[src/rtl/gbe_pkg.sv]
// Package: shared constants, tables and word types of the gradient ray box endpoints block.
package gbe_pkg;

    // parameter defaults
    localparam int FRAC_BITS_DEF      = 4;
    localparam int TRIG_FRAC_BITS_DEF = 16;

    // Q1.30 arithmetic
    localparam int          Q30_SHIFT = 30;
    localparam logic [30:0] Q30_ONE   = 31'h4000_0000;

    // angle handling, 1/16 degree units
    localparam logic [12:0] QUARTER   = 13'd1440;
    localparam logic [12:0] HALF_TURN = 13'd2880;
    localparam logic [12:0] THREE_Q   = 13'd4320;
    localparam logic [12:0] FULL_TURN = 13'd5760;

    // quadrant codes
    localparam logic [1:0] QUAD_0 = 2'd0;
    localparam logic [1:0] QUAD_1 = 2'd1;
    localparam logic [1:0] QUAD_2 = 2'd2;
    localparam logic [1:0] QUAD_3 = 2'd3;

    // offset to radians: x = round(a * PI_Q30 / 2880), split into quotient and remainder parts
    localparam longint unsigned PI_Q30    = 64'd3373259426;
    localparam int              RAD_DIV   = 2880;
    localparam logic [20:0]     PI_QUOT   = 21'(PI_Q30 / RAD_DIV);
    localparam logic [10:0]     PI_REM    = 11'(PI_Q30 % RAD_DIV);
    localparam logic [10:0]     RAD_RND   = 11'd1440;
    localparam logic [11:0]     RAD_DIV_W = 12'd2880;
    localparam int              LO_SHIFT  = 22;
    localparam logic [10:0]     LO_RECIP  = 11'((64'd1 << LO_SHIFT) / RAD_DIV);

    // Horner divisors, inside out
    localparam int N_SIN = 5;
    localparam int N_COS = 6;
    localparam int SIN_DIV [N_SIN] = '{110, 72, 42, 20, 6};
    localparam int COS_DIV [N_COS] = '{132, 90, 56, 30, 12, 2};

    // channel words
    typedef struct packed {
        logic [12:0] angle_sixteenths;
        logic [11:0] box_width;
        logic [11:0] box_height;
    } t_in;

    typedef struct packed {
        logic [15:0] start_x;
        logic [15:0] start_y;
        logic [15:0] end_x;
        logic [15:0] end_y;
        logic        degenerate;
    } t_out;

endpackage

[src/rtl/gbe_horner_cell.sv]
// Horner cell: one step t' = 1 - ((x2*t)>>30)/DIV, clamped at 0, over three stages.
module gbe_horner_cell #(
    parameter int DIV = 2
) (
    input  logic        i_clk,
    input  logic        i_en,
    input  logic [31:0] i_x2,
    input  logic [30:0] i_t,
    output logic [31:0] o_x2,
    output logic [30:0] o_t
);

    // reciprocal, exact to within one for any 32-bit dividend
    localparam logic [31:0] RECIP = 32'((64'd1 << 32) / DIV);
    localparam logic [31:0] DIV_W = 32'(DIV);

    logic [62:0] prod;
    logic [63:0] est;
    logic [31:0] qd;
    logic [31:0] rem;
    logic [31:0] quo;

    logic [31:0] r_p1, r_x2a;
    logic [31:0] r_qe, r_p2, r_x2b;
    logic [30:0] r_t;
    logic [31:0] r_x2c;
    logic [31:0] n_p1;
    logic [31:0] n_qe;
    logic [30:0] n_t;

    // stage 1: product and drop of 30 fraction bits
    assign prod = 63'(i_x2) * 63'(i_t);
    assign n_p1 = prod[61:30];

    // stage 2: quotient estimate
    assign est  = 64'(r_p1) * 64'(RECIP);
    assign n_qe = est[63:32];

    // stage 3: correct estimate, subtract from one
    assign qd  = 32'(r_qe * DIV_W);
    assign rem = r_p2 - qd;
    assign quo = r_qe + ((rem >= DIV_W) ? 32'd1 : 32'd0);
    assign n_t = (quo >= 32'(gbe_pkg::Q30_ONE)) ? 31'd0 : 31'(32'(gbe_pkg::Q30_ONE) - quo);

    always_ff @(posedge i_clk) begin
        if (i_en) begin
            r_p1  <= n_p1;
            r_x2a <= i_x2;
            r_qe  <= n_qe;
            r_p2  <= r_p1;
            r_x2b <= r_x2a;
            r_t   <= n_t;
            r_x2c <= r_x2b;
        end
    end

    assign o_x2 = r_x2c;
    assign o_t  = r_t;

endmodule

[config.mk]
export PLATFORM = sky130hd
export DESIGN_NAME = gbe_horner_cell
export DESIGN_NICKNAME = d
export VERILOG_FILES = /design/src/rtl/gbe_pkg.sv /design/src/rtl/gbe_horner_cell.sv
export SDC_FILE = /design/constraint.sdc
export NUM_CORES = 2
export LEC_CHECK = 0
export ABC_AREA = 1
export BUFFER_PORTS_ARGS = -buffer_cell sky130_fd_sc_hd__clkbuf_2
export CAP_MARGIN = 20
export CORE_ASPECT_RATIO = 1.75
export CORE_UTILIZATION = 62
export DETAILED_ROUTE_END_ITERATION = 6
export PLACE_DENSITY_LB_ADDON = 0.1
export SYNTH_ARGS = -nofsm -noshare
export SYNTH_HDL_FRONTEND = slang
export SYNTH_SLANG_ARGS = --single-unit
[constraint.sdc]
create_clock -name i_clk -period 8.2 [get_ports i_clk]
set_input_delay 0.41 -clock i_clk [delete_from_list [all_inputs] [get_ports i_clk]]
set_output_delay 0.41 -clock i_clk [all_outputs]
set_load 0.05 [all_outputs]
After elaboration in Yosys (flattened, before gate mapping) --
Cells that the tools add are included.
Word-level totals: flip-flop bits (word level) 222, input bits 65, output and inout port bits 63, logic and storage cells 14
Operators by class: $add $sub $neg 3, multiply operators 1, order comparisons 2, muxes and demuxes 1
Operators by type and width (count):
- 32-bit by 31-bit multiplier with 62-bit output | 1
- 31-bit by 1-bit adder with 32-bit output | 1
- 32-bit by 2-bit greater-or-equal comparator with 1-bit output, second input constant | 1
- 32-bit by 31-bit greater-or-equal comparator with 1-bit output, second input constant | 1
- 32-bit subtractor | 1
- 31-bit subtractor, first input constant | 1
- 1-bit two-way mux | 1

Logic depth before layout (Yosys ltp) --
word-level depth 5, gate-level depth with buffers 32, mapped depth without buffers 31

Worst setup path after synthesis --
No wires, ideal clock.
path kind in2reg, start input port i_x2[30], end register r_p1[21] (data pin), setup time 252 ps, arrival time 6115 ps, data required time 7948 ps, path slack 1833 ps, stages on the path 25, buffers on the path 1, cells stage by stage clkbuf_1 nand2_1 fa_1 inv_1 fa_1 fa_1 inv_1 fa_1 inv_1 fa_1 fa_1 fa_1 inv_1 fa_1 inv_1 ha_1 nand2_1 nor2_2 inv_2 nor2_2 inv_1 nor4_1 nand2_1 nand3_1 nand2_1
Between the ends: word-level cells in the longest chain between the ends 1
Ends and longest elaborated chain:
- from (decl) | line gbe_horner_cell.sv:7 | input logic [31:0] i_x2,
- 32-bit by 31-bit multiplier with 62-bit output | line gbe_horner_cell.sv:32 | assign prod = 63'(i_x2) * 63'(i_t);
- named net prod[51] | line gbe_horner_cell.sv:17 | logic [62:0] prod;
- to (signal assigned) | line gbe_horner_cell.sv:47 | r_p1 <= n_p1;
- to (decl) | line gbe_horner_cell.sv:23 | logic [31:0] r_p1, r_x2a;
The timed path passes the listed nets, and every way through them passes these cells. A chain may end at the register's enable or synchronous reset.

Worst setup path in the final report --
start input port i_t[8], end register r_p1[25] (data pin)
Between the ends: word-level cells in the longest chain between the ends 1
Ends and longest elaborated chain:
- from (decl) | line gbe_horner_cell.sv:8 | input logic [30:0] i_t,
- 32-bit by 31-bit multiplier with 62-bit output | line gbe_horner_cell.sv:32
- named net prod[55] | line gbe_horner_cell.sv:17
The timed path passes the listed nets, and every way through them passes these cells.

==> summary.md <==
| Metric | Value |
|---|---|
| Status | `finished, violations left` |
| Violated checks | `DRC` |
| Distinct cells, synth | `39` |
| Critical Path Max Stage Delay | `690 ps` |
| Critical setup path kind | `in2reg` |
| Post-DRT Antenna Nets | `0` |
| CP endpoint kind | `register` |
| R2r setup slk | `6170 ps` |
| Clk_lat worst skew | `530 ps` |
| Final setup fails | `0` |
| Syn. warnings | `0` |
| Die height | `337 microns` |
| Met1 wire length | `35.6 mm` |
| Post-synth EDFFs | `189` |
| Vias in the first global route | `32944` |
| H-tree Lvls | `4` |
| Setup Total Neg Slack | `0 ps` |
| FP Rows | `122` |
| Diodes inserted | `0` |
| Initial antenna violation count | `2` |
| Register area share after synthesis | `14.2%` |
| Worst-Margin Slew | `1040 ps` |
| Top-area cell type share of the netlist area | `43.4%` |
| Area contributors post-synth | `fa_1 (43%), edfxtp_1 (14%), inv_1 (14%), nand2_1 (12%), ha_1 (7.8%)` |
| Nature of the critical path startpoint | `primary input` |
| First-pass GRT wire length | `178 mm` |
| Hold Buf Count CTS | `0` |
| Most frequent cell after synthesis | `inv_1` |
| Uppermost layer routed | `met5` |
| Share of cells above drive strength 1 | `5.91%` |
| Slew Limit Headroom | `30.7%` |
| Root Driver | `clkbuf_16` |
| Crit. Startpoint | `i_t[8]` |
| Synth async-reset ratio | `0%` |
| All-layer global routing usage | `36.8%` |
| R2R depth | `7` |
| DRT Pass-1 Iters | `7` |
| Ports | `128` |
| Port Buffer Count | `127` |
| DP Cell Count | `5584` |
| Area of the die | `65300 sq um` |
| Nets@finish | `5974` |
| Detail Route met3 WL | `6.17 mm` |
| Synthesized area | `39800 sq um` |
| Clk buf depth | `2` |
| Met2 routed WL | `59.0 mm` |
| Number of fill cells | `5484` |
| Reg2reg end | `o_t[27]` |
| Slew Limit Fails | `0` |
| Routed WL per cell | `19.9 microns` |
| Synth area leader | `fa_1` |
| Dpl ws | `564 ps` |
| Setup crit end | `r_p1[25]` |
| R2R Path Start | `r_p2[2]` |
| Setup WS post-layout | `1020 ps` |
| Final WL | `112 mm` |
| Syn Nets | `5943` |
| Crit Path Max Fanout | `32` |
| Hold/Removal Path Class | `reg2reg` |
| Post-CTS Setup Inserts | `0` |
| TritonCTS buffer count | `17` |
| Worst path arrival time | `7450 ps` |
| Min Clock Period, post-route | `7180 ps` |
| DR iter-0 viols | `1966` |
| Max Freq | `139 MHz` |
| Area of the multi-input gates | `27800 sq um` |
| Core area | `63300 sq um` |
| Register area | `5680 sq um` |
| GRT overflow | `0` |
| Pin count of the biggest net entering global routing | `78` |
| Avg Inst Size Synth | `8.36 sq um` |
| Gpl congestion | `0.967` |
| Vias per Instance | `5.43` |
| Unrepaired setup endpoints after global routing | `no` |
| Die X-Extent | `194 microns` |
| Seq cells post-synth | `189` |
| CP cell instances | `clkbuf_2 -> nand2_1 -> fa_1 -> fa_1 -> fa_1 -> fa_1 -> inv_1 -> fa_1 -> fa_1 -> fa_1 -> fa_1 -> ha_1 -> a21oi_1 -> o21ai_0 -> a21oi_1 -> o21ai_0 -> a21oi_1 -> nand2_1 -> nand2_1 -> nand2_1` |
| Post-Route Skew | `25.6 ps` |
| Initial core utilization | `62.9%` |
| Final hold vios | `0` |
| Cell mode on critical path | `fa_1` |
| Maxcap violations | `0` |
| Detailed placement HPWL | `92.7 mm` |
| Synth top cells by count | `inv_1 (1479), nand2_1 (1247), fa_1 (864)` |
| P&R area growth vs syn | `5.41%` |
| Synth Flop Type | `edfxtp_1` |
| Reg clk slew, reported paths | `80 ps` |
| Part of the cycle the worst path needs | `87.5%` |
| CP max-delay cell | `clkbuf_2` |
| Post-Synthesis Cells | `4766` |
| Non-filler cells, final | `5615` |
| CP required | `8480 ps` |
| DR vias | `30486` |
| DR DRC count | `14` |
| Clock Sinks | `189` |
| CTS tree | `built` |
| CTS resizes | `0` |
[state kept, by name, summed over array words and instances (netlist names)]
| register | flops |
|---|---|
| r_p2 | 31 |
| r_x2b | 32 |
| r_p1 | 31 |
| o_t | 31 |
| o_x2 | 32 |
| r_x2a | 32 |
[critical path, delay by kind of cell]
kind | cells | cell delay (ps)
adders and majority gates | 9 | 4680
AOI/OAI and AO/OA | 5 | 1240
buffers and inverters | 2 | 750
and+or+nand+nor | 4 | 360
[worst min path at each step]
stage / slack [ps] / startpoint / to / cells after the start
5_1_grt: 410 / i_x2[2] / r_x2a[2] / 1
2_1_floorplan: 400 / r_x2b[0] / o_x2[0] / 0
4_1_cts: 370 / i_x2[2] / r_x2a[2] / 1
6_report: 420 / r_x2b[7] / o_x2[7] / 0
3_3_place_gp: 400 / r_x2b[6] / o_x2[6] / 0
3_5_place_dp: 400 / r_x2b[0] / o_x2[0] / 0
[final cells by class]
class                           count  share of cell area [%]
Multi-Input combinational cell   2893                    66.3
Clock buffer                       17                    1.01
Tap cell                          806                    2.40
Inverter                         1493                    13.3
Timing Repair Buffer              203                    2.95
Sequential cell                   189                    13.5
Clock inverter                     14                   0.477
[cells in the final DEF, fill, tap and decap left out, drive strengths merged, types with 2 or more instances in the layout]
master	n
inv	1499
nand2	1249
fa	864
ha	248
nor2	190
edfxtp	189
clkbuf	144
a21oi	104
buf	76
o21ai	76
nand3	61
nor3	21
nand4	14
xor2	12
o21bai	9
o21a	8
a21o	7
nor4	7
xnor2	6
a21boi	5
clkinv	5
a31oi	2
o211ai	2
a211oi	2
bufinv	2
or2	2
[per-stage QoR]
step	hold WS, ps	cell area, sq um	util [%]
after floorplan	400	39800	-
after global placement	400	41400	65.3
after detailed placement	405	41400	65.3
after CTS	375	42000	66.3
after global routing	406	42000	66.3
final	417	42000	66.3
[cell families (layout without fill, tap and decap cells)]
logic type | Yosys count | in the layout | share of synthesized area [%]
fa+ha+maj | 1112 | 1112 | 51.2
compound gates | 215 | 215 | 2.91
xor+xnor | 18 | 18 | 0.396
simple gates | 1548 | 1548 | 15.4
buf+inv | 1684 | 1727 | 15.9
flops | 189 | 189 | 14.2
[layer usage]
metal	global-route usage, %	up-vias
met5	0	-
met4	31.3	4
met3	5.08	516
met2	66.4	1274
met1	37.8	15180
li1	-	13512
Power is not shown: default switching activity piles up to over one toggle a cycle in this logic, so the estimate is an artifact.
