## config.mk

```make
export PLATFORM = sky130hd
export DESIGN_NAME = gbe_skid
export DESIGN_NICKNAME = d
export VERILOG_FILES = /design/src/rtl/gbe_pkg.sv /design/src/rtl/gbe_skid.sv
export SDC_FILE = /design/constraint.sdc
export NUM_CORES = 1
export LEC_CHECK = 0
export ABC_AREA = 1
export ABC_CLOCK_PERIOD_IN_PS = 5000
export BUFFER_PORTS_ARGS = -buffer_cell sky130_fd_sc_hd__buf_4
export CAP_MARGIN = 30
export CORE_MARGIN = 5
export CORE_UTILIZATION = 51
export DETAILED_ROUTE_END_ITERATION = 8
export GPL_TIMING_DRIVEN = 0
export PLACE_DENSITY = 0.88
export SETUP_SLACK_MARGIN = 0.02
export SLEW_MARGIN = 20
export SYNTH_ARGS = -nofsm -noshare
export SYNTH_HDL_FRONTEND = slang
export SYNTH_SLANG_ARGS = --single-unit
```

## constraint.sdc

```tcl
create_clock -name i_clk -period 5 [get_ports i_clk]
set_input_delay 0.25 -clock i_clk [delete_from_list [all_inputs] [get_ports i_clk]]
set_output_delay 0.25 -clock i_clk [all_outputs]
set_load 0.005 [all_outputs]
```

## src/rtl/gbe_pkg.sv

```systemverilog
// Package: shared constants, tables and word types of the gradient ray box endpoints block.
package gbe_pkg;

    // parameter defaults
    localparam int FRAC_BITS_DEF      = 4;
    localparam int TRIG_FRAC_BITS_DEF = 16;

    // Q1.30 arithmetic
    localparam int          Q30_SHIFT = 30;
    localparam logic [30:0] Q30_ONE   = 31'h4000_0000;

    // angle handling, 1/16 degree units
    localparam logic [12:0] QUARTER   = 13'd1440;
    localparam logic [12:0] HALF_TURN = 13'd2880;
    localparam logic [12:0] THREE_Q   = 13'd4320;
    localparam logic [12:0] FULL_TURN = 13'd5760;

    // quadrant codes
    localparam logic [1:0] QUAD_0 = 2'd0;
    localparam logic [1:0] QUAD_1 = 2'd1;
    localparam logic [1:0] QUAD_2 = 2'd2;
    localparam logic [1:0] QUAD_3 = 2'd3;

    // offset to radians: x = round(a * PI_Q30 / 2880), split into quotient and remainder parts
    localparam longint unsigned PI_Q30    = 64'd3373259426;
    localparam int              RAD_DIV   = 2880;
    localparam logic [20:0]     PI_QUOT   = 21'(PI_Q30 / RAD_DIV);
    localparam logic [10:0]     PI_REM    = 11'(PI_Q30 % RAD_DIV);
    localparam logic [10:0]     RAD_RND   = 11'd1440;
    localparam logic [11:0]     RAD_DIV_W = 12'd2880;
    localparam int              LO_SHIFT  = 22;
    localparam logic [10:0]     LO_RECIP  = 11'((64'd1 << LO_SHIFT) / RAD_DIV);

    // Horner divisors, inside out
    localparam int N_SIN = 5;
    localparam int N_COS = 6;
    localparam int SIN_DIV [N_SIN] = '{110, 72, 42, 20, 6};
    localparam int COS_DIV [N_COS] = '{132, 90, 56, 30, 12, 2};

    // channel words
    typedef struct packed {
        logic [12:0] angle_sixteenths;
        logic [11:0] box_width;
        logic [11:0] box_height;
    } t_in;

    typedef struct packed {
        logic [15:0] start_x;
        logic [15:0] start_y;
        logic [15:0] end_x;
        logic [15:0] end_y;
        logic        degenerate;
    } t_out;

endpackage

```

## src/rtl/gbe_skid.sv

```systemverilog
// Output stage: result register plus one skid entry; stalls the pipeline when the skid fills.
module gbe_skid (
    input  logic               i_clk,
    input  logic               i_rst_n,
    input  logic               i_vld,
    input  gbe_pkg::t_out      i_data,
    input  logic               i_ready,
    output logic               o_en,
    output logic               o_valid,
    output gbe_pkg::t_out      o_data
);

    logic          r_ov, r_sv;
    gbe_pkg::t_out r_od, r_sd;

    assign o_en = !r_sv;

    // control flags
    always_ff @(posedge i_clk) begin
        if (!i_rst_n) begin
            r_ov <= 1'b0;
            r_sv <= 1'b0;
        end else if (!r_sv) begin
            if (!r_ov || i_ready) begin
                r_ov <= i_vld;
            end else if (i_vld) begin
                r_sv <= 1'b1;
            end
        end else if (i_ready) begin
            r_ov <= 1'b1;
            r_sv <= 1'b0;
        end
    end

    // words
    always_ff @(posedge i_clk) begin
        if (!r_sv) begin
            if (!r_ov || i_ready) begin
                r_od <= i_data;
            end else begin
                r_sd <= i_data;
            end
        end else if (i_ready) begin
            r_od <= r_sd;
        end
    end

    assign o_valid = r_ov;
    assign o_data  = r_od;

endmodule

```

# ---- Word-level counts from Yosys, hierarchy flattened
# Index checks and enable logic that the tools add are counted.
dict set report totals {
  ff_bits 132
  inputBits 69
  output_inout_bits 67
  elab_cells 31
}
dict set report op_classes {
  n_eq_ne 1
  mux 10
  n_bitwise 2
  n_reduce_logical 6
}
# operator n
set ops {}
lappend ops {{$mux 65} 3}
lappend ops {{$mux 1} 7}
lappend ops {{$reduce_and 2->1} 2}
lappend ops {{$logic_not 1->1} 2}
lappend ops {{$ne 2x2->1 const B} 1}
lappend ops {{$not 1->1} 2}
lappend ops {{$reduce_bool 2->1} 1}
lappend ops {{$logic_or 1x1->1} 1}

# ---- Logic depth before layout (Yosys ltp)
dict set report depth {
  ltp_word 4
  depth_mapped 5
  mapped_depth_nobuf 5
}

# ---- Worst setup path after synthesis
# Ideal clock, no wire load.
dict set report synth_path {
  path_kind {register to register}
  start {register r_sv}
  end {register r_sd[0] in the netlist's numbering (enable)}
  t_arrival_ns 3.234
  required_time_ns 4.512
  setup_slack_ns 1.278
  stages_incl_launch_ff 3
  path_buffers 1
  path_cell_list {dfxtp_1 -> buf_2 -> nor2_1}
}
dict set report synth_between {
  elab_chain_cells 2
}
# item line
set synth_lines {}
lappend synth_lines {{start, declared} gbe_skid.sv:13} ;# logic r_ov, r_sv;
lappend synth_lines {{start signal, assigned} gbe_skid.sv:22} ;# r_sv <= 1'b0;
lappend synth_lines {{start signal, assigned} gbe_skid.sv:27} ;# r_sv <= 1'b1;
lappend synth_lines {{start signal, assigned} gbe_skid.sv:31} ;# r_sv <= 1'b0;
lappend synth_lines {{$not 1->1 (no line)} -}
lappend synth_lines {{$reduce_and 2->1 (no line)} -}
lappend synth_lines {{end signal, assigned} gbe_skid.sv:41} ;# r_sd <= i_data;
lappend synth_lines {{end, declared} gbe_skid.sv:14} ;# gbe_pkg::t_out r_od, r_sd;
# Every way passes these cells.
# A chain may end at the register's enable or synchronous reset.

# ---- Worst setup path in the final report
dict set report layout_path {
  start {register r_sv}
  end {register r_sd[32] in the netlist's numbering (enable)}
}
# The elaborated chain is that of the path after synthesis.

==> impl_metrics.sql <==
INSERT INTO impl_metrics (metric_group, metric, value, unit) VALUES
('outcome', 'outcome', 'finished clean', ''),
('worst_setup_path', 'critical_path_class', 'reg2reg', ''),
('power', 'power_density', '378.6', 'nW/um^2'),
('worst_setup_path', 'timing.critical_path.depth', '4', ''),
('die', 'die_width', '107.2', 'um'),
('job', 'max_cap_viol_count', '0', ''),
('sta', 'total_negative_setup_slacks', '0', 'ps'),
('global_route', 'grt_util_all_layers', '21.26', '%'),
('clocking', 'clk_transition_reported_paths', '60', 'ps'),
('worst_setup_path', 'critPathLaunch', 'r_sv', ''),
('worst_setup_path', 'cp_cell_sequence', 'buf_2, nor2_4, buf_16, buf_16', ''),
('sta', 'setup_repair_after_global_routing_missed_its_margin', 'no', ''),
('drt', 'route.detailed.vias_per_inst', '4.792', ''),
('placed_design', 'placement.setup.worst_slack', '3307', 'ps'),
('logic_synthesis', 'seq_area_frac_synth', '81.91', '%'),
('sta', 'maxSlewHeadroom', '65.49', '%'),
('worst_setup_path', 'cell_at_the_slowest_stage_of_the_critical_path', 'sky130_fd_sc_hd__nor2_4', ''),
('global_route', 'antenna_found_initial', '0', ''),
('logic_synthesis', 'syn_area', '4815', 'sq um'),
('clocking', 'clk_root_buffer_cell', 'sky130_fd_sc_hd__clkbuf_8', ''),
('clocking', 'post_cts_resize_count', '0', ''),
('layout', 'antennaDiodeCount', '0', ''),
('clocking', 'cts-buffers-inserted', '17', ''),
('worst_setup_path', 'critPathCaptureType', 'register', ''),
('power', 'p_leak', '3.191', 'nW'),
('die', 'starting_density_of_the_core', '52.11', '%'),
('sta', 'timing.clock.skew', '6.004', 'ps'),
('worst_setup_path', 'max_stage_delay', '430', 'ps'),
('logic_synthesis', 'syn_avg_cell_area', '13.52', 'sq um'),
('drt', 'remaining_drc_errors', '0', ''),
('global_route', 'grt_first_pass_wirelength', '18460', 'um'),
('drt', 'wl_met2', '6378', 'um'),
('logic_synthesis', 'synthDominantAreaCellType', 'sky130_fd_sc_hd__edfxtp_1', ''),
('clocking', 'cts_h_tree_depth', '4', ''),
('sta', 'finalCriticalPeriod', '1677', 'ps'),
('clocking', 'clock-sinks', '132', ''),
('worst_setup_path', 'cp.buffers_inverters', '3', ''),
('worst_setup_path', 'critPathArrivalTime', '1880', 'ps'),
('placed_design', 'portBuffers', '135', ''),
('sta', 'worst_slew_pin_slew', '517.6', 'ps'),
('layout', 'areaGrowthSynthToFinish', '52.65', '%'),
('layout', 'final_nets', '649', ''),
('clocking', 'cts.repair_timing.setup_buffer_count', '0', ''),
('power', 'peak_supply_drop', '0.2924', 'mV'),
('die', 'fp-row-count', '35', ''),
('die', 'dieArea', '11480', 'sq um'),
('die', 'io_pins', '136', ''),
('worst_setup_path', 'worst_r2r_src', 'r_sv', ''),
('logic_synthesis', 'ys_ff_latch', '132', ''),
('worst_setup_path', 'critical-path-top-delay-family', 'buffers and inverters', ''),
('worst_setup_path', 'cp_dominant_cell_by_count', 'sky130_fd_sc_hd__buf_16', ''),
('logic_synthesis', 'post_synthesis_net_count', '425', ''),
('logic_synthesis', 'synth_cell_types', '10', ''),
('die', 'chipHeight', '107.2', 'um'),
('global_route', 'pin_count_of_the_biggest_net_entering_global_routing', '57', ''),
('placed_design', 'hpwlAfterDp', '7157', 'um'),
('drt', 'dr.first_iter.drc_count', '219', ''),
('sta', 'hold_viol', '0', ''),
('drt', 'post_drt_wl_per_cell', '16.25', 'um'),
('logic_synthesis', 'yosys-top-cells-area', 'sky130_fd_sc_hd__edfxtp_1 81%, sky130_fd_sc_hd__nand2_1 16%, sky130_fd_sc_hd__buf_2 0.83%, sky130_fd_sc_hd__dfxtp_1 0.83%, sky130_fd_sc_hd__buf_4 0.78%', ''),
('drt', 'wl_met3', '742', 'um'),
('logic_synthesis', 'synth_cells', '356', ''),
('worst_setup_path', 'r2r_slack', '3320', 'ps'),
('placed_design', 'routability_congestion', '0.7439', ''),
('sta', 'drv_slew', '0', ''),
('sta', 'finalSetupViolCount', '0', ''),
('sta', 'fmaxAchievable', '0.5961', 'GHz'),
('drt', 'maxUsedRoutingLayer', 'met4', ''),
('clocking', 'worstSkewPairLatency', '500', 'ps'),
('worst_setup_path', 'cp-start-kind', 'register', ''),
('drt', 'via_count', '3455', '');
-- per-layer routing --
metal | track usage, % | vias up
met5 | 0 | -
met4 | 7.215 | 0
met3 | 5.238 | 20
met2 | 38.74 | 142
met1 | 24.27 | 1643
li1 | - | 1650
-- cell type report --
| cell class | count | area, sq um |
|---|---|---|
| Fill cell | 499 | 1891 |
| Tap cell | 129 | 161.4 |
| Clock inverter | 13 | 161.4 |
| Buffer | 14 | 81.33 |
| Multi-Input combinational cell | 205 | 778.2 |
| Sequential cell | 132 | 3944 |
| Timing Repair Buffer | 205 | 1784 |
| Inverter | 5 | 21.27 |
| Clock buffer | 18 | 417.9 |
-- sequential cells by signal, indices dropped and copies added, names as in the netlist --
name,flops
r_sv,1
o_valid,1
r_sd,65
o_data,65
-- worst min-delay path by stage --
stage	from	end	slack [ps]
finish	i_vld	o_valid	130
global route	i_vld	r_sv	130
CTS	i_vld	r_sv	100
detailed placement	i_data[27]	r_sd[27]	440
global placement	i_data[3]	r_sd[3]	440
floorplan	i_data[0]	r_sd[0]	350
-- power breakdown --
group | internal, mW | total (mW) | leakage (nW) | switching (mW)
Sequential | 1.30 | 1.32 | 1.29 | 0.0212
Clock | 0.755 | 1.20 | 0.276 | 0.446
Combinational | 0.149 | 0.260 | 1.63 | 0.112
-- metrics by stage --
stage / util, % / instance area, sq um / power [mW] / cells
after floorplan: - / 4815 / 1.402 / 356
after global placement: 64.82 / 5989 / 1.540 / 620
after detailed placement: 66.12 / 6110 / 1.559 / 624
after CTS: 79.54 / 7350 / 2.802 / 721
after global routing: 79.54 / 7350 / 2.881 / 721
final: 79.54 / 7350 / 2.782 / 721
-- cell usage after synthesis --
cell / number
sky130_fd_sc_hd__nand2_1: 202
sky130_fd_sc_hd__edfxtp_1: 130
sky130_fd_sc_hd__buf_2: 8
sky130_fd_sc_hd__buf_4: 5
sky130_fd_sc_hd__inv_1: 4
sky130_fd_sc_hd__dfxtp_1: 2
sky130_fd_sc_hd__nor2_1: 2
sky130_fd_sc_hd__a21oi_1: 1
sky130_fd_sc_hd__clkbuf_1: 1
sky130_fd_sc_hd__inv_2: 1
-- cells in the final DEF (no fill, tap or decap), drive strengths merged --
cell         netlist  routed
a21oi              1       1
nand2            202     202
buf               13     152
clkinvlp           0       2
dlygate4sd3        0      66
dfxtp              2       2
clkinv             0       8
nor2               2       2
inv                5       5
clkbuf             1      19
edfxtp           130     130
bufinv             0       3
-- worst register-to-register path, stage by stage (launching register included) --
cell	delay, ps
sky130_fd_sc_hd__dfxtp_1	340
sky130_fd_sc_hd__buf_2	220
sky130_fd_sc_hd__nor2_4	430
sky130_fd_sc_hd__buf_16	220
sky130_fd_sc_hd__buf_16	170
-- kinds of logic (layout without fill, tap and decap cells) --
logic type / Yosys count / in the layout / share of synthesized area, %
buffers and inverters: 19 / 255 / 2.079
DFF: 132 / 132 / 81.91
and+or+nand+nor: 204 / 204 / 15.90
AOI/OAI and AO/OA: 1 / 1 / 0.1039
-- repair_timing --
item / 4_1_cts / 5_1_grt
endpoints found under the setup margin: 0 / 0
hold buffers: 66 / 0
hold endpoints to repair: 72 / 0
Note: power is estimated with default switching activity, not from simulation.
