`src/rtl/gbe_div_cell.sv`:
```
// Divider cell: one restoring quotient bit per stage.
module gbe_div_cell #(
    parameter int BIT = 0,
    parameter int RW  = 35,
    parameter int DW  = 19,
    parameter int QW  = 15
) (
    input  logic          i_clk,
    input  logic          i_en,
    input  logic [RW-1:0] i_rem,
    input  logic [DW-1:0] i_d2,
    input  logic [QW-1:0] i_quo,
    output logic [RW-1:0] o_rem,
    output logic [DW-1:0] o_d2,
    output logic [QW-1:0] o_quo
);

    logic [RW-1:0] sh;
    logic          ge;
    logic [RW-1:0] n_rem;
    logic [QW-1:0] n_quo;
    logic [RW-1:0] r_rem;
    logic [DW-1:0] r_d2;
    logic [QW-1:0] r_quo;

    // trial subtract of the shifted divisor
    assign sh = RW'(i_d2) << BIT;
    assign ge = (i_rem >= sh);

    always_comb begin
        n_rem = ge ? (i_rem - sh) : i_rem;
        n_quo = i_quo;
        n_quo[BIT] = ge;
    end

    always_ff @(posedge i_clk) begin
        if (i_en) begin
            r_rem <= n_rem;
            r_d2  <= i_d2;
            r_quo <= n_quo;
        end
    end

    assign o_rem = r_rem;
    assign o_d2  = r_d2;
    assign o_quo = r_quo;

endmodule

```
`config.mk`:
```
export PLATFORM = sky130hd
export DESIGN_NAME = gbe_div_cell
export DESIGN_NICKNAME = d
export VERILOG_FILES = /design/src/rtl/gbe_div_cell.sv
export SDC_FILE = /design/constraint.sdc
export NUM_CORES = 1
export LEC_CHECK = 0
export BUFFER_PORTS_ARGS = -buffer_cell sky130_fd_sc_hd__clkbuf_2
export CORE_MARGIN = 3
export CORE_UTILIZATION = 35
export CTS_CLUSTER_SIZE = 16
export DETAILED_ROUTE_END_ITERATION = 6
export MAX_ROUTING_LAYER = met4
export PLACE_DENSITY = 0.71
export SLEW_MARGIN = 20
export SYNTH_ARGS = -nofsm -noshare
export SYNTH_HDL_FRONTEND = slang
export SYNTH_SLANG_ARGS = --single-unit
```
`constraint.sdc`:
```
create_clock -name i_clk -period 3.54 [get_ports i_clk]
set_input_delay 0.354 -clock i_clk [delete_from_list [all_inputs] [get_ports i_clk]]
set_output_delay 0.354 -clock i_clk [all_outputs]
set_load 0.005 [all_outputs]
```
After elaboration in Yosys (flattened, before gate mapping). Cells that the tools add are included.

Flip-flop bits (word level): 69. Latch bits: 0. Memory bits (writable): 0. Memory bits (read-only): 0. Input bits: 71. Logic and storage cells: 6. Memories: 0.

$add $sub $neg: 1. Multipliers: 0. Div/mod/pow operators: 0. Order comparisons: 1. Equal/unequal tests: 0. Shift-type cells: 0. Mux-type cells: 1. Bitwise logic cells: 0. Reductions and logical operators: 0.

Operators with widths (count): 35-bit by 19-bit >= comparator with 1-bit output (1); 35-bit 2-to-1 mux (1); 35-bit by 19-bit subtractor with 35-bit output (1).

Longest topological paths before layout. Gate-level depths: netlist of run 1.

Word-level depth: 2. Mapped depth: 12. Depth with buffers taken out: 12.

Least setup slack after synthesis of run 1. Ideal clock, no wire load.

Path type: input port to flip-flop. Start: input i_rem[0]. End: register r_rem[30] (netlist: o_rem[30]) (data pin). Data arrival time: 2.515 ns. Setup slack: 0.754 ns. Stages on the path: 12. Buffers on the path: 0. Cells stage by stage: inv_1 ha_1 inv_1 fa_1 nand3_1 a211oi_1 nor3_2 nor4_1 o41a_1 a211o_1 nor4_1 xor2_1.

Word-level cells in the longest chain between the ends: 2.

Ends and longest elaborated chain: start, declared (RTL line 10) `input logic [RW-1:0] i_rem,`; 35-bit by 19-bit subtractor with 35-bit output / 35-bit by 19-bit >= comparator with 1-bit output (equally long branches) (RTL line 31, 28); 35-bit 2-to-1 mux (*) (RTL line 31) `n_rem = ge ? (i_rem - sh) : i_rem;`; via n_rem[30] (RTL line 20) `logic [RW-1:0] n_rem;`; end signal, assigned (RTL line 38) `r_rem <= n_rem;`; end, declared (RTL line 22) `logic [RW-1:0] r_rem;`.

Mark *: on every way through the listed nets, which the timed path passes. The rest lies on a longest branch. A chain may end at the register's enable or synchronous reset.

Final worst setup path of run 1. Same ends and word-level chain as after synthesis.

==> flow_metrics.py, run 1 <==
metrics = {
    "min_path": {
        "min_path_type": "primary input to flip-flop",
        "hold_start": "i_quo[3]",
        "hold-path-cell-count": 1,
    },
    "clocking": {
        "htreeDepth": 3,
        "cts.sink_count": 69,
        "cts_made_buffers": 9,
        "cts.repair.resized": 0,
        "cts_tree": "built",
        "postCtsSetupRepairBufs": 0,
        "clk_pin_slew_ns": 0.08,
        "root_buffer": "clkbuf_8",
        "clk_path_buf_depth": 2,
        "ctsHoldBuffers": 0,
    },
    "final_layout": {
        "multi_input_area_mm2": 0.00154,
        "fin_area_mm2": 0.00482,
        "most-common-layout-cells": "clkbuf_2, edfxtp_1, nand2_1",
        "fin_nets": 565,
        "fill_cells": 1025,
        "seq_area_mm2": 0.00207,
        "drive_above_1_share_pct": 34.0,
        "antennaDiodeCount": 0,
        "final_cells": 615,
        "layout_commonest_cell": "clkbuf_2",
        "area_delta_synth_final_pct": 28.2,
    },
    "timing": {
        "fmax_ghz": 0.340,
        "rsz0062_at_grt": "no",
        "worst_slew_pin_slew_ns": 0.882,
        "finalSetupViolCount": 0,
        "max-slew-margin-rel_pct": 41.2,
        "hold_viol": 0,
        "fin_crit_sh_pct": 83.0,
        "setup_tns_ns": 0,
        "min_period_ns": 2.94,
        "setup_ws_ns": 0.602,
        "maxSlewViolCount": 0,
        "whs_ns": 0.186,
    },
    "placement": {
        "place_inst": 599,
        "placed_cell_area_mm2": 0.00458,
        "dpl.hpwl_um": 6890,
        "place_ws_ns": 0.268,
        "gp_congestion": 0.851,
        "io_buffers": 138,
    },
    "synthesis": {
        "syn_inst": 332,
        "synth_top_family_by_area": "simple AND/OR/NAND/NOR gates",
        "ys_ff_latch": 69,
        "syn_nets": 423,
        "synth-xor-area-share_pct": 7.22,
        "synth_cell_type_count": 45,
        "async_reset_ff_share_pct": 0,
        "synth_simple_gate_area_share_pct": 15.0,
        "synth_compound_area_share_pct": 11.5,
        "synth_area_mm2": 0.00376,
        "synthFlopType": "edfxtp_1",
        "yosysSeqAreaShare_pct": 55.1,
        "yosys_warnings": 0,
        "synthAdderAreaFrac_pct": 6.86,
        "synth_edf_count": 69,
        "syn_area_per_cell_um2": 11.3,
        "synth_mux_area_share_pct": 0.300,
    },
    "power_and_ir_drop": {
        "ir_drop_mv": 0.169,
        "power_density_mw_per_mm2": 456,
        "power_leakage_nw": 2.08,
    },
    "setup_path": {
        "cp_slowest_stage_delay_ns": 0.41,
        "critPathKind": "primary input to flip-flop",
        "cp.required_ns": 3.62,
        "path_max_fanout": 4,
        "cp_num_buf_inv": 3,
        "crit_path_end_kind": "flip-flop",
        "path_depth": 13,
        "arrival_ns": 3.02,
        "critPathSlowestCell": "o41a_1",
        "critPathLaunchType": "primary input",
        "path_delay_family": "simple AND/OR/NAND/NOR gates",
        "cp-startpoint": "i_rem[0]",
        "path_cells": "clkbuf_2, inv_1, ha_1, inv_1, fa_1, nand3_1, a211oi_1, nor3_2, nor4_1, o41a_1, a211o_1, nor4_1, xor2_1",
    },
    "floorplanning": {
        "io_pins": 140,
        "fp.dieH_um": 110,
        "rows": 37,
        "dieWidth_um": 110,
        "start_util_pct": 36.3,
        "core_area_mm2": 0.0104,
        "dieArea_mm2": 0.0120,
    },
    "flow_run": {
        "cap_violations": 0,
    },
    "grt": {
        "grt_pass1_vias": 2925,
        "grt-ovfl-total": 0,
        "antenna_found_initial": 0,
        "grt_pass1_wl_um": 13700,
        "track_usage_pct": 15.1,
        "grt_max_degree": 70,
    },
    "routing": {
        "drtPass1Iterations": 4,
        "vias_per_cell": 4.83,
        "post-route-drc-count": 0,
        "wl_per_cell_um": 14.3,
        "wirelength_um": 8780,
        "final_antenna_net_count": 0,
        "drt-initial-drc-count": 136,
        "vias": 2969,
    },
    "status": {
        "status": "finished, final reports clean",
    },
}
==> per-stage QoR <==
step           util (%)  power, mW
6_report           46.5       2.20
2_1_floorplan         -       1.25
4_1_cts            46.5       2.23
5_1_grt            46.5       2.32
3_5_place_dp       44.2       1.45
3_3_place_gp       44.2       1.44
==> per-layer routing <==
metal	GRT usage, %	share of wire [%]	vias to the layer above
li1	-	-	1500
met1	19.5	44	1361
met2	23.5	48	97
met3	3.93	6.3	11
met4	4.45	1.1	0
met5	-	0	-
==> final timing paths <==
| path | slack, ns | end |
|---|---|---|
| worst min-delay path | 0.19 | o_quo[3]$_DFFE_PP_ |
| worst max-delay path | 0.60 | o_rem[30]$_DFFE_PP_ |
==> report_power, final <==
part           internal, mW  total, mW  switching [mW]
Sequential             1.00       1.02          0.0208
Combinational         0.179      0.406           0.227
Clock                 0.465      0.768           0.302
Total                  1.65       2.20           0.551
==> synthesized netlist by cell type, drive strengths merged, types with 2 or more instances <==
library cell  number  area [µm²]
edfxtp            69        2070
nand2             41         154
inv               25        93.8
o21ai             21         105
ha                19         238
nor2              19        71.3
a21oi             17        85.1
xnor2             16         140
xor2              15         131
nor3              14        75.1
nand3             10        50.1
nor4               9        86.3
clkbuf             6        23.8
a21o               5        37.5
nand4              5        31.3
a211oi             4        42.5
o31ai              4        43.8
or4                4        30.0
buf                3        33.8
nand2b             3        18.8
nor2b              3        18.8
a211o              2        18.8
a31oi              2        12.5
o21a               2        15.0
==> cells by family after synthesis <==
group	Yosys count
fa+ha+maj	20
buf+inv	34
xor+xnor	31
simple gates	112
mux	1
compound gates	65
flops	69
==> state kept, by name, indices dropped and copies added, names as in the netlist <==
name / flops
o_d2: 19
o_quo: 15
o_rem: 35
==> layout make-up <==
class,instances,area share [%]
sequential,69,43.0
multi-input combinational,229,31.9
clock inverter,7,2.36
timing repair buffer,140,14.7
clock buffer,9,2.57
inverter,25,1.95
tap,136,3.53
Note: power is estimated with default switching activity, not from simulation.
==> inputs of run 2 (changes only) <==
- ABC_AREA: unset -> 1
- PLACE_DENSITY: 0.71 -> 0.72
- clock period: 3.54 -> 2.7 ns (I/O delays scaled with it)
==> run 2 against run 1 <==
Sequential share of layout area shrank 6.2 points. Non-clock buffer count grew 3. Final cell count grew 39%. Largest cell class unchanged. Routed wire length grew 31%. Synthesized cell count grew 61%. Core utilization shrank 0.52 points. Sequential power grew 31%. First-iteration DRC count grew 100%. Power grew 42%.
==> flow_metrics.py, run 2 <==
metrics = {
    "placement": {
        "place_inst": 840,
        "placed_cell_area_mm2": 0.00535,
        "io_buffers": 138,
        "place_ws_ns": 0.361,
        "dpl.hpwl_um": 9630,
        "gp_congestion": 0.919,
    },
    "final_layout": {
        "fin_nets": 774,
        "fin_area_mm2": 0.00563,
        "final_cells": 856,
        "drive_above_1_share_pct": 30.7,
        "final_util_pct": 45.9,
        "largest_reg_flops": 35,
        "antennaDiodeCount": 0,
        "area_delta_synth_final_pct": 26.0,
        "layout_commonest_cell": "nand2_1",
        "most-common-layout-cells": "nand2_1, clkbuf_2, inv_1",
    },
    "timing": {
        "setup_ws_ns": 0.691,
        "setup_tns_ns": 0,
        "rsz0062_at_grt": "no",
        "max-slew-margin-rel_pct": 63.4,
        "fmax_ghz": 0.498,
        "hold_viol": 0,
        "maxSlewViolCount": 0,
        "whs_ns": 0.101,
        "fin_crit_sh_pct": 74.4,
        "worst_slew_pin_slew_ns": 0.549,
        "min_period_ns": 2.01,
        "finalSetupViolCount": 0,
    },
    "setup_path": {
        "critPathLaunchType": "primary input",
        "arrival_ns": 2.10,
        "cp.required_ns": 2.79,
        "path_max_fanout": 3,
        "critPathKind": "primary input to flip-flop",
        "crit_path_end_kind": "flip-flop",
    },
    "routing": {
        "final_antenna_net_count": 0,
        "wl_per_cell_um": 13.5,
        "drt-initial-drc-count": 272,
        "post-route-drc-count": 0,
        "vias_per_cell": 4.56,
        "drtPass1Iterations": 5,
        "wirelength_um": 11500,
        "vias": 3904,
    },
    "min_path": {
        "min_delay_worst_endpoint": "o_quo[7]$_DFFE_PP_",
        "min_path_type": "primary input to flip-flop",
        "hold_start": "i_quo[7]",
        "hold-path-cell-count": 1,
    },
    "status": {
        "status": "finished, final reports clean",
    },
    "synthesis": {
        "synth_most_common_cell": "nand2_1",
        "synth_cell_type_count": 32,
        "yosysSeqAreaShare_pct": 46.3,
        "async_reset_ff_share_pct": 0,
        "yosys_warnings": 0,
        "syn_inst": 534,
        "syn_area_per_cell_um2": 8.37,
        "ys_ff_latch": 69,
        "synth_area_mm2": 0.00447,
        "synth_edf_count": 69,
        "synth_top_area_cell": "edfxtp_1",
        "synth_top_area_share_pct": 46.3,
        "syn_nets": 625,
        "synth_common_cells": "nand2_1, inv_1, edfxtp_1",
        "synthFlopType": "edfxtp_1",
        "ys_top_cells_by_area": "edfxtp_1, nand2_1, inv_1",
    },
    "power_and_ir_drop": {
        "power_density_mw_per_mm2": 555,
        "design_power_total_mw": 3.12,
        "ir_drop_mv": 0.224,
        "power_leakage_nw": 2.64,
    },
    "flow_run": {
        "cap_violations": 0,
    },
    "floorplanning": {
        "fp.dieH_um": 119,
        "start_util_pct": 36.5,
        "io_pins": 140,
        "dieArea_mm2": 0.0142,
        "core_area_mm2": 0.0123,
        "rows": 40,
        "dieWidth_um": 119,
    },
    "clocking": {
        "cts_tree": "built",
        "clk_path_buf_depth": 2,
        "cts.repair.resized": 0,
        "htreeDepth": 3,
        "root_buffer": "clkbuf_16",
        "cts.sink_count": 69,
        "clk_pin_slew_ns": 0.06,
        "postCtsSetupRepairBufs": 0,
        "ctsHoldBuffers": 0,
        "cts_made_buffers": 9,
    },
    "grt": {
        "antenna_found_initial": 0,
        "grt_max_degree": 46,
        "track_usage_pct": 17.4,
        "grt-ovfl-total": 0,
        "grt_pass1_wl_um": 18800,
        "grt_pass1_vias": 3885,
    },
}
## run 2: cell types whose count changed after synthesis, sizes merged, moves of 4 or more
cell    previous run  this run
nand2             41       171
nor4               9         2
or4                4         0
a21o               5         0
nand3b             0         4
nor2              19        60
a21oi             17        29
inv               25        83
a211oi             4         0
nor3              14         8
nand3             10        33
xor2              15         1
clkbuf             6         0
o31ai              4         0
## run 2: where the power goes
part / total [mW] / leakage [nW] / internal (mW) / switching (mW)
Sequential: 1.34 / 0.676 / 1.32 / 0.0275
Clock: 1.14 / 0.137 / 0.708 / 0.433
Combinational: 0.641 / 1.83 / 0.269 / 0.372
Total: 3.12 / 2.64 / 2.29 / 0.832
## run 2: cell type report
| cell class | count | area, µm² |
|---|---|---|
| multi-input combinational | 377 | 2020 |
| sequential | 69 | 2070 |
| timing repair buffer | 143 | 741 |
| tap | 168 | 210 |
| clock inverter | 5 | 51.3 |
| fill | 1233 | 6630 |
| inverter | 83 | 312 |
| clock buffer | 11 | 233 |
## run 2: worst max path at each step
stage,from,endpoint,slack [ns]
after detailed placement,i_d2[14],o_rem[34]$_DFFE_PP_,0.36
after global routing,i_d2[14],o_rem[34]$_DFFE_PP_,0.53
final,i_rem[0],o_rem[32]$_DFFE_PP_,0.69
after floorplan,i_d2[9],o_rem[21]$_DFFE_PP_,0.80
after global placement,i_d2[15],o_rem[34]$_DFFE_PP_,0.38
after CTS,i_d2[14],o_rem[34]$_DFFE_PP_,0.73
## run 2: critical path, stage by stage
cell	delay, ns
clkbuf_2	0.09
inv_1	0.05
ha_1	0.14
inv_1	0.07
fa_1	0.45
nand2_1	0.10
nand3_1	0.15
nand2_1	0.10
nand2_1	0.12
nand2_1	0.08
nand2_1	0.15
nand2_1	0.14
nand2_1	0.06
nand2_1	0.07
a21oi_2	0.05
## run 2: routing by layer
layer | routed length, µm | up-vias | track usage (%)
li1 | - | 2045 | -
met1 | 5510 | 1724 | 22.5
met2 | 5270 | 123 | 27.0
met3 | 593 | 12 | 4.18
met4 | 166 | 0 | 5.36
met5 | 0 | - | -
## run 2: logic make-up (layout without fill, tap and decap cells)
group                      after synthesis  in the layout  synth area share, %
DFF                                     69             69                 46.3
and+or+nand+nor                        286            286                 27.6
xor gates and xnor gates                16             16                 3.13
AOI/OAI and AO/OA                       55             55                 8.62
buffers and inverters                   88            242                 8.56
adders and majority gates               20             20                 5.77
==> inputs of run 3 (changes only) <==
- clock period: 2.7 -> 1.6 ns (I/O delays scaled with it)
==> run 3 against run 2 <==
Worst setup slack got worse by 0.66 ns. Critical path depth fell by 2. Hold slack got worse by 0.088 ns. Via count rose by 19%. Clock-buffer cell count fell by 2. Final cell count rose by 18%. Sequential power rose by 69%.
==> flow_metrics.py, run 3 (synthesis gave the netlist of run 2 again) <==
metrics = {
    "grt": {
        "grt_max_degree": 70,
        "met3_usage_pct": 3.37,
        "grtUsageMet2_pct": 33.1,
        "grt_pass1_vias": 4593,
        "track_usage_pct": 20.5,
        "antenna_found_initial": 0,
        "grt-ovfl-total": 0,
        "grt_pass1_wl_um": 22400,
        "grt_use_met1_pct": 26.3,
        "top_usage_layer": "met2",
    },
    "setup_path": {
        "arrival_ns": 1.67,
        "critPathKind": "primary input to flip-flop",
        "crit_path_end_kind": "flip-flop",
        "path_max_fanout": 8,
        "critPathLaunchType": "primary input",
        "cp.required_ns": 1.70,
    },
    "routing": {
        "final_antenna_net_count": 0,
        "drt-initial-drc-count": 173,
        "wl_per_cell_um": 14.5,
        "vias": 4631,
        "vias_per_cell": 4.59,
        "drtPass1Iterations": 4,
        "wirelength_um": 14600,
        "post-route-drc-count": 0,
    },
    "floorplanning": {
        "dieWidth_um": 119,
        "io_pins": 140,
        "core_area_mm2": 0.0123,
        "dieArea_mm2": 0.0142,
        "fp.dieH_um": 119,
        "rows": 40,
        "start_util_pct": 36.5,
    },
    "timing": {
        "fmax_ghz": 0.636,
        "worst_slew_pin_slew_ns": 0.367,
        "fin_crit_sh_pct": 98.2,
        "whs_ns": 0.0135,
        "finalSetupViolCount": 0,
        "maxSlewViolCount": 0,
        "hold_viol": 0,
        "setup_ws_ns": 0.0287,
        "max-slew-margin-rel_pct": 75.3,
        "rsz0062_at_grt": "yes",
        "min_period_ns": 1.57,
    },
    "power_and_ir_drop": {
        "power_density_mw_per_mm2": 757,
        "ir_drop_mv": 0.414,
        "power_leakage_nw": 3.56,
    },
    "clocking": {
        "clk_path_buf_depth": 2,
        "cts_made_buffers": 9,
        "cts.sink_count": 69,
        "cts_tree": "built",
        "clk_pin_slew_ns": 0.06,
        "htreeDepth": 3,
        "root_buffer": "clkbuf_16",
    },
    "flow_run": {
        "cap_violations": 0,
    },
    "final_layout": {
        "fin_area_mm2": 0.00781,
        "drive_above_1_share_pct": 55.0,
        "fin_nets": 926,
        "fill_cells": 1027,
        "most-common-layout-cells": "buf_4, clkbuf_2, nand2_1",
        "antennaDiodeCount": 0,
        "final_cells": 1008,
        "largest_reg_flops": 35,
        "area_delta_synth_final_pct": 74.7,
        "layout_commonest_cell": "buf_4",
    },
    "placement": {
        "placed_cell_area_mm2": 0.00654,
        "place_inst": 946,
        "io_buffers": 138,
        "dpl.hpwl_um": 11100,
        "gp_congestion": 0.895,
        "place_ws_ns": -0.498,
    },
    "min_path": {
        "min_path_type": "primary input to flip-flop",
    },
    "status": {
        "status": "finished, final reports clean",
    },
}
-- run 3: cell types whose count changed in the layout (fill, tap and decap cells not counted), moves of 19 or more --
cell,before,now
clkbuf_2,137,117
ha_1,19,0
buf_4,4,123
inv_1,78,57
nand2_4,0,19
dlygate4sd3_1,0,24
nand2_1,159,112
nand2_2,12,40
ha_4,0,19
-- run 3: worst paths after layout --
| kind | start | to | slack [ns] | cells after the start |
|---|---|---|---|---|
| min | i_d2[11] | o_d2[11]$_DFFE_PP_ | 0.01 | 1 |
| max | i_rem[2] | o_rem[0]$_DFFE_PP_ | 0.03 | 13 |
-- run 3: cell type report --
type,instances,area (µm²),area share (%)
Inverter,83,347,4.44
Timing Repair Buffer,295,2190,28.1
Multi-Input combinational cell,377,2720,34.8
Clock inverter,7,48.8,0.625
Sequential cell,69,2070,26.5
Clock buffer,9,225,2.88
Tap cell,168,210,2.69
-- run 3: layer usage --
| metal | wire, µm | part of all wire [%] |
|---|---|---|
| met5 | 0 | 0 |
| met4 | 280 | 1.9 |
| met3 | 611 | 4.2 |
| met2 | 7050 | 48 |
| met1 | 6630 | 45 |
-- run 3: what timing repair did --
action                                  in CTS  in global routing
endpoints found under the setup margin      22                 35
hold buffers                                16                  8
hold endpoints to repair                    16                  8
gates cloned                                 1                  2
setup buffers                                7                 13
resized for setup                           26                136
pin swaps                                    2                 57
-- run 3: worst max-delay path, stage by stage --
cell and delay, ns:
buf_2 0.13, ha_4 0.32, nand2_1 0.07, inv_2 0.09
nand2_1 0.09, nor2_1 0.12, nand3_1 0.10, nand2_2 0.11
nor2_4 0.06, buf_12 0.15, buf_16 0.15, nand2_1 0.07
o21ai_2 0.05
-- run 3: through the flow --
stage | TNS, ns | power [mW] | util (%)
after floorplan | -1.74 | 3.04 | -
final | 0 | 5.92 | 63.7
after global routing | -0.588 | 6.22 | 63.7
after CTS | -0.0940 | 5.74 | 58.2
after global placement | -11.61 | 3.80 | 53.4
after detailed placement | -13.46 | 3.82 | 53.4
-- run 3: report_power, final --
| group | internal (mW) | total, mW | leakage [nW] | switching (mW) |
|---|---|---|---|---|
| registers | 2.22 | 2.27 | 0.676 | 0.0477 |
| clock network | 1.05 | 1.84 | 0.126 | 0.788 |
| logic | 0.926 | 1.81 | 2.76 | 0.886 |
